**config.mk**
```make
export PLATFORM = sky130hd
export DESIGN_NAME = cccc_control
export DESIGN_NICKNAME = d
export VERILOG_FILES = /design/src/rtl/cccc_pkg.sv /design/src/rtl/cccc_control.sv
export SDC_FILE = /design/constraint.sdc
export NUM_CORES = 1
export LEC_CHECK = 0
export ABC_CLOCK_PERIOD_IN_PS = 1900
export BUFFER_PORTS_ARGS = -buffer_cell sky130_fd_sc_hd__clkbuf_2
export CORE_AREA = 3 3 40 42
export DETAILED_ROUTE_END_ITERATION = 8
export DIE_AREA = 0 0 43 45
export PLACE_DENSITY_LB_ADDON = 0.08
export SLEW_MARGIN = 10
export SYNTH_ARGS = -nofsm -noshare
export SYNTH_HDL_FRONTEND = slang
export SYNTH_SLANG_ARGS = --single-unit
```
**constraint.sdc**
```tcl
create_clock -name clk -period 1.9 [get_ports clk]
set_input_delay 0.285 -clock clk [delete_from_list [all_inputs] [get_ports clk]]
set_output_delay 0.285 -clock clk [all_outputs]
set_load 0.05 [all_outputs]
```
**src/rtl/cccc_pkg.sv**
```systemverilog
// ----------------------------------------------------------------------------
// Cycle counter calibration package
// Shared constants, codes and controller/datapath interface types.
// ----------------------------------------------------------------------------
`default_nettype none
package cccc_pkg;
  localparam int unsigned BASE_CLOCK_HZ = 1193182;
  localparam int unsigned MAX_ATTEMPTS  = 12;
  localparam logic [63:0] FREQ_MIN_HZ = 64'd50000000;
  localparam logic [63:0] FREQ_MAX_HZ = 64'd100000000000;
  localparam logic [36:0] FALLBACK_HZ = 37'd2000000000;
  localparam logic [63:0] NS_PER_S    = 64'd1000000000;

  typedef enum logic [1:0] {
    ST_ACCEPTED = 2'd0,
    ST_REJECTED = 2'd1,
    ST_FALLBACK = 2'd2,
    ST_CONVERT  = 2'd3
  } status_t;

  typedef enum logic [2:0] {
    OP_NONE,
    OP_LOAD,
    OP_DIV_EST,
    OP_DIV_Q,
    OP_DIV_R,
    OP_FINISH
  } dp_op_t;

  typedef struct packed {
    dp_op_t op;
  } dp_cmd_t;

  typedef struct packed {
    logic div_done;
  } dp_status_t;
endpackage
`default_nettype wire

```
**src/rtl/cccc_control.sv**
```systemverilog
// ----------------------------------------------------------------------------
// Calibration controller
// Sequences load, divisions and result hand-off for one request at a time.
// ----------------------------------------------------------------------------
`default_nettype none
module cccc_control (
  input  wire logic                 clk,
  input  wire logic                 rst_n,
  input  wire logic                 in_tvalid,
  output logic                      in_tready,
  input  wire logic                 in_opcode,
  output logic                      out_tvalid,
  input  wire logic                 out_tready,
  output cccc_pkg::dp_cmd_t         cmd,
  input  wire cccc_pkg::dp_status_t stat
);
  typedef enum logic [2:0] {
    S_IDLE, S_START, S_WAIT_EST, S_WAIT_Q, S_WAIT_R, S_FIN, S_OUT
  } state_t;

  state_t state_r;
  logic   conv_r;
  logic   out_valid_r;

  assign in_tready  = (state_r == S_IDLE);
  assign out_tvalid = out_valid_r;

  always_comb begin
    cmd.op = cccc_pkg::OP_NONE;
    unique case (state_r)
      S_IDLE:     if (in_tvalid && in_tready) cmd.op = cccc_pkg::OP_LOAD;
      S_START:    cmd.op = conv_r ? cccc_pkg::OP_DIV_Q : cccc_pkg::OP_DIV_EST;
      S_WAIT_Q:   if (stat.div_done) cmd.op = cccc_pkg::OP_DIV_R;
      S_FIN:      if (!out_valid_r || out_tready) cmd.op = cccc_pkg::OP_FINISH;
      default:    cmd.op = cccc_pkg::OP_NONE;
    endcase
  end

  always_ff @(posedge clk) begin
    if (!rst_n) begin
      state_r     <= S_IDLE;
      conv_r      <= 1'b0;
      out_valid_r <= 1'b0;
    end else begin
      if (out_valid_r && out_tready) out_valid_r <= 1'b0;
      unique case (state_r)
        S_IDLE: begin
          if (in_tvalid && in_tready) begin
            conv_r  <= in_opcode;
            state_r <= S_START;
          end
        end
        S_START:    state_r <= conv_r ? S_WAIT_Q : S_WAIT_EST;
        S_WAIT_EST: if (stat.div_done) state_r <= S_FIN;
        S_WAIT_Q:   if (stat.div_done) state_r <= S_WAIT_R;
        S_WAIT_R:   if (stat.div_done) state_r <= S_FIN;
        S_FIN:      if (!out_valid_r || out_tready) state_r <= S_OUT;
        S_OUT: begin
          out_valid_r <= 1'b1;
          state_r     <= S_IDLE;
        end
        default:    state_r <= S_IDLE;
      endcase
    end
  end
endmodule
`default_nettype wire

```
# After elaboration in Yosys (flattened, before gate mapping)
# Cells that the tools add are included.
dict set report classes {
  order_cmp 0
  n_addsub 0
  n_reduce_logical 9
  n_mux 12
  eq_ne 10
  div_mod_pow 0
  n_bitwise 0
  multipliers 0
  shift 0
}
# operator n
set ops {}
lappend ops {{two-way mux 3 bit} 6}
lappend ops {{case mux 3 bit (5 select lines)} 1}
lappend ops {{case mux 3 bit (4 select lines)} 1}
lappend ops {{== test 3 bit (second input constant)} 3}
lappend ops {{== test 3 x 2 -> 1 bit (second input constant)} 2}
lappend ops {{two-way mux 1 bit} 4}
lappend ops {{!= test 2 x 1 -> 1 bit (second input constant)} 2}
lappend ops {{!= test 2 bit (second input constant)} 2}
lappend ops {{AND reduction 4 bit} 1}
lappend ops {{== test 3 x 1 -> 1 bit (second input constant)} 1}
lappend ops {{logical NOT 3 bit} 1}
lappend ops {{logical AND 1 bit} 2}
lappend ops {{AND reduction 2 bit} 1}
lappend ops {{nonzero test 2 bit} 1}
lappend ops {{OR reduction 2 bit} 1}
lappend ops {{logical NOT 1 bit} 1}
lappend ops {{logical OR 1 bit} 1}
dict set report totals {
  out_inout_bits 5
  ramBits 0
  latchBits 0
  mem_bits_ro 0
  reg_bits 5
  n_memories 0
}

# Logic depth before layout (Yosys ltp)
dict set report depth {
  depth_word 4
  ltp_mapped 5
}

# Worst setup path before layout
# OpenSTA, ideal clock, no wires.
dict set report synth_timing {
  path_type {register to output}
  start {register state_r[2]}
  end {output cmd[2] (netlist bit)}
  stages_incl_launch_ff 5
  slack_ns -0.249
  path_buffers 1
  arrival_time_ns 1.864
  t_required_ns 1.615
  cell_sequence {dfxtp_1 clkbuf_4 and2b_1 nand2_1 a21boi_0}
}
# item line_no
set synth_rtl {}
lappend synth_rtl {{start: declaration} cccc_control.sv:21} ;# state_t state_r;
lappend synth_rtl {{start signal: assignment} cccc_control.sv:53} ;# S_START: state_r <= conv_r ? S_WAIT_Q : S_WAIT_EST;
lappend synth_rtl {{end: declaration} cccc_control.sv:14} ;# output cccc_pkg::dp_cmd_t cmd,

==> metrics.md <==
| Metric | Value |
|---|---|
| Htree depth | 1 |
| Grt peak-use layer | met2 |
| Worst Path Max Fanout | 8 |
| Distinct cells, synth | 32 |
| I/O pin count | 11 |
| Pin count of the biggest net entering global routing | 11 |
| Worst slew margin | 0.813 |
| Clk_lat worst skew | between 200 and 250 ps |
| Die Span Y | approximately 45 um |
| GRT Util Overall | 0.0933 |
| Lkg Pwr | approximately 0.23 nW |
| Post-synth net total | 57 |
| RR Startpoint | state_r[0]$_SDFFE_PN0P_ |
| Num CTS Buffers | 3 |
| Via count | roughly 400 |
| CP max stage delay | approximately 440 ps |
| Syn Inst Count | 49 |
| Worst Skew | between 1.5 and 2 ps |
| Avg Inst Size Synth | about 8.6 um^2 |
| Die width | between 40 and 50 um |
| Dpl hpwl | approximately 690 um |
| Final #Nets | between 70 and 80 |
| Largest family of logic cells by synthesized area | simple AND/OR/NAND/NOR gates |
| Largest delay contributor family on the critical path | flip-flops |
| Crit path DAT | between 1000 and 1500 ps |
| Hold_sp | rst_n |
| Fin. max-slew vios | 0 |
| Fmax | ~590 MHz |
| Routing usage on met2 | 0.156 |
| RSZ-0062 raised after global routing | no |
| CTS clk-pin slew, worst paths | about 40 ps |
| Xor-xnor portion of the synthesized cell area | 0.0208 |
| Crit-path cells | mux2_1 -> nand3_1 -> a21oi_1 -> clkbuf_2 |
| Max Root-Sink Buffers | 2 |
| Worst Hold End | conv_r$_SDFFE_PN0P_ |
| Most frequent cells in the layout | 10 x clkbuf_2, 5 x dfxtp_1 |
| DR pass1 iterations | 3 |
| Crit Path Category | reg -> out |
| Power density cells | 1800 nW/um^2 |
| Area after DPL | about 490 um^2 |
| Minimum clock period after layout | between 1500 and 2000 ps |
| R2R setup slack | 530 ps |
| Setup Buffers After CTS | 0 |
| RD Place Congestion | around 0.73 |
| Final setup fails | 0 |
| Share of cells above drive strength 1 | 0.333 |
| Fin util | 0.401 |
| Dpl ws | between 400 and 500 ps |
| Synth Area in Compound Gates | 0.234 |
| Post-route setup slack | approximately 210 ps |
| TritonCTS clock tree | yes |
| Ys Warns | 0 |
| Post-synthesis simple-gate area fraction | 0.306 |
| Post-Synth Adder-Cell Area | 0.0593 |
| Commonest non-fill, non-tap cell in the layout | clkbuf_2 |
| First-pass GRT wire length | ~1400 um |
| Core ar. | 1280 um^2 |
| Crit start category | flop |
| Cts repair resizes | 0 |
| Critical path required time | about 1600 ps |
| Met1 Use GR | 0.114 |
| Vias in the first global route | between 300 and 400 |
| CTS root buf | clkbuf_4 |
| Worst Max-Slew Pin Slew | about 280 ps |
| Cell depth of the worst flop-to-flop path | 4 |
| GRT Residual Overflow | 0 |
| Die area | between 1500 and 2000 um^2 |
| Vias per cell | between 5 and 6 |
| CP max stage cell | dfxtp_1 |
| WL final | between 800 and 900 um |
| Final period util | 0.890 |
| Max-cap viol count | 0 |
| Hold Crit Class | in -> reg |
| Initial antenna violation count | 0 |
| Critical Path Sink Type | primary output |
| Filler instances | between 100 and 150 |
| Initial drt markers | 3 |
| Outcome | finished, final reports clean |
| Post-route setup TNS | 0 ps |
| Post-synthesis mux area share | 0.0504 |
| Sequential share of the synthesized area | 0.237 |
| Hold Path Depth | 2 |
| Mapped Area | between 400 and 500 um^2 |
| Ant. Diodes | 0 |
| RR Endpoint | state_r[0]$_SDFFE_PN0P_ |
| Maximum vdd drop | 0.497 mV |
| Met3 Usage GRT | 0.0159 |
| Crit path buf inv count | 1 |
| Std-Cell Rows | 13 |
| CTS Sinks | 5 |
| Syn-to-layout area delta | 22.3% |
| WL/cell | ~11 um |
| Cts hold-fix bufs | 0 |
| Synth Register Bits | 5 |
| Starting Density | 0.328 |
| Final Hold Viols | 0 |
| Final std cell area, no fill | 515 um^2 |
| PortBufs | 10 |
| Post-route DRC | 0 |
| Final ANT Viol Nets | 0 |
==> where the power goes <==
group | leakage (nW) | switching [W] | internal [W]
Clock | 0.0150 | 0.0000392 | 0.0000791
Combinational | 0.171 | 0.000397 | 0.000224
Sequential | 0.0411 | 0.0000458 | 0.000140
==> metrics by stage <==
step,hold slack [ps],cells,power (W)
final,330,78,0.000926
after global routing,330,78,0.00100
after CTS,322,78,0.000937
after detailed placement,585,74,0.000811
after global placement,584,74,0.000822
after floorplan,402,49,0.000694
==> registers in the layout (all words and copies together) (netlist names) <==
signal	count
state_r	3
conv_r	1
out_tvalid	1
==> how the worst max path moves through the flow <==
stage,cells after the start,from,to,slack (ps)
4_1_cts,4,state_r[0]$_SDFFE_PN0P_,cmd[0],200
3_3_place_gp,4,state_r[0]$_SDFFE_PN0P_,cmd[0],480
6_report,4,state_r[0]$_SDFFE_PN0P_,cmd[0],210
2_1_floorplan,3,out_tvalid$_SDFFE_PN0P_,cmd[0],70
3_5_place_dp,4,state_r[0]$_SDFFE_PN0P_,cmd[0],460
5_1_grt,4,state_r[0]$_SDFFE_PN0P_,cmd[0],120
==> cells by family (layout without fill, tap and decap cells) <==
group | Yosys count | count (layout)
mux | 2 | 2
fa+ha+maj | 2 | 2
buf+inv | 7 | 21
xor+xnor | 1 | 1
flops | 5 | 5
simple gates | 19 | 19
compound gates | 13 | 13
==> area by class of cell <==
class,instances,area [um^2],area share
Sequential cell,5,100,0.194
Tap cell,15,18.8,0.0364
Timing Repair Buffer,13,72.6,0.141
Clock buffer,4,26.3,0.0510
Inverter,4,15.0,0.0291
Multi-Input combinational cell,37,283,0.549
==> routing by layer <==
layer / vias up / wire, um
li1: 207 / -
met1: 184 / 413
met2: 5 / 423
met3: 0 / 35
met4: 0 / 0
met5: - / 0
==> cell usage after synthesis <==
| cell type | count | share of area |
|---|---|---|
| dfxtp_1 | 5 | 0.24 |
| a21oi_1 | 3 | 0.036 |
| inv_1 | 3 | 0.027 |
| nand3_1 | 3 | 0.036 |
| a21boi_0 | 2 | 0.036 |
| and3_1 | 2 | 0.030 |
| ha_1 | 2 | 0.059 |
| nand2_1 | 2 | 0.018 |
| nand2b_1 | 2 | 0.030 |
| nor2_1 | 2 | 0.018 |
| o21a_1 | 2 | 0.036 |
| a21oi_2 | 1 | 0.021 |
| a311oi_2 | 1 | 0.036 |
| a31oi_1 | 1 | 0.015 |
| and2_1 | 1 | 0.015 |
| and2b_1 | 1 | 0.018 |
| buf_2 | 1 | 0.012 |
| buf_6 | 1 | 0.027 |
| clkbuf_4 | 1 | 0.018 |
| inv_2 | 1 | 0.0089 |
| mux2_1 | 1 | 0.027 |
| mux2i_1 | 1 | 0.024 |
| nand4b_1 | 1 | 0.021 |
| nor3_2 | 1 | 0.024 |
| nor3b_4 | 1 | 0.045 |
| nor4b_1 | 1 | 0.021 |
| o211a_1 | 1 | 0.024 |
| o21ai_0 | 1 | 0.012 |
| o311ai_1 | 1 | 0.021 |
| or3_1 | 1 | 0.015 |
| or4_1 | 1 | 0.018 |
| xnor2_1 | 1 | 0.021 |
Power figures use the tool's default switching activity.
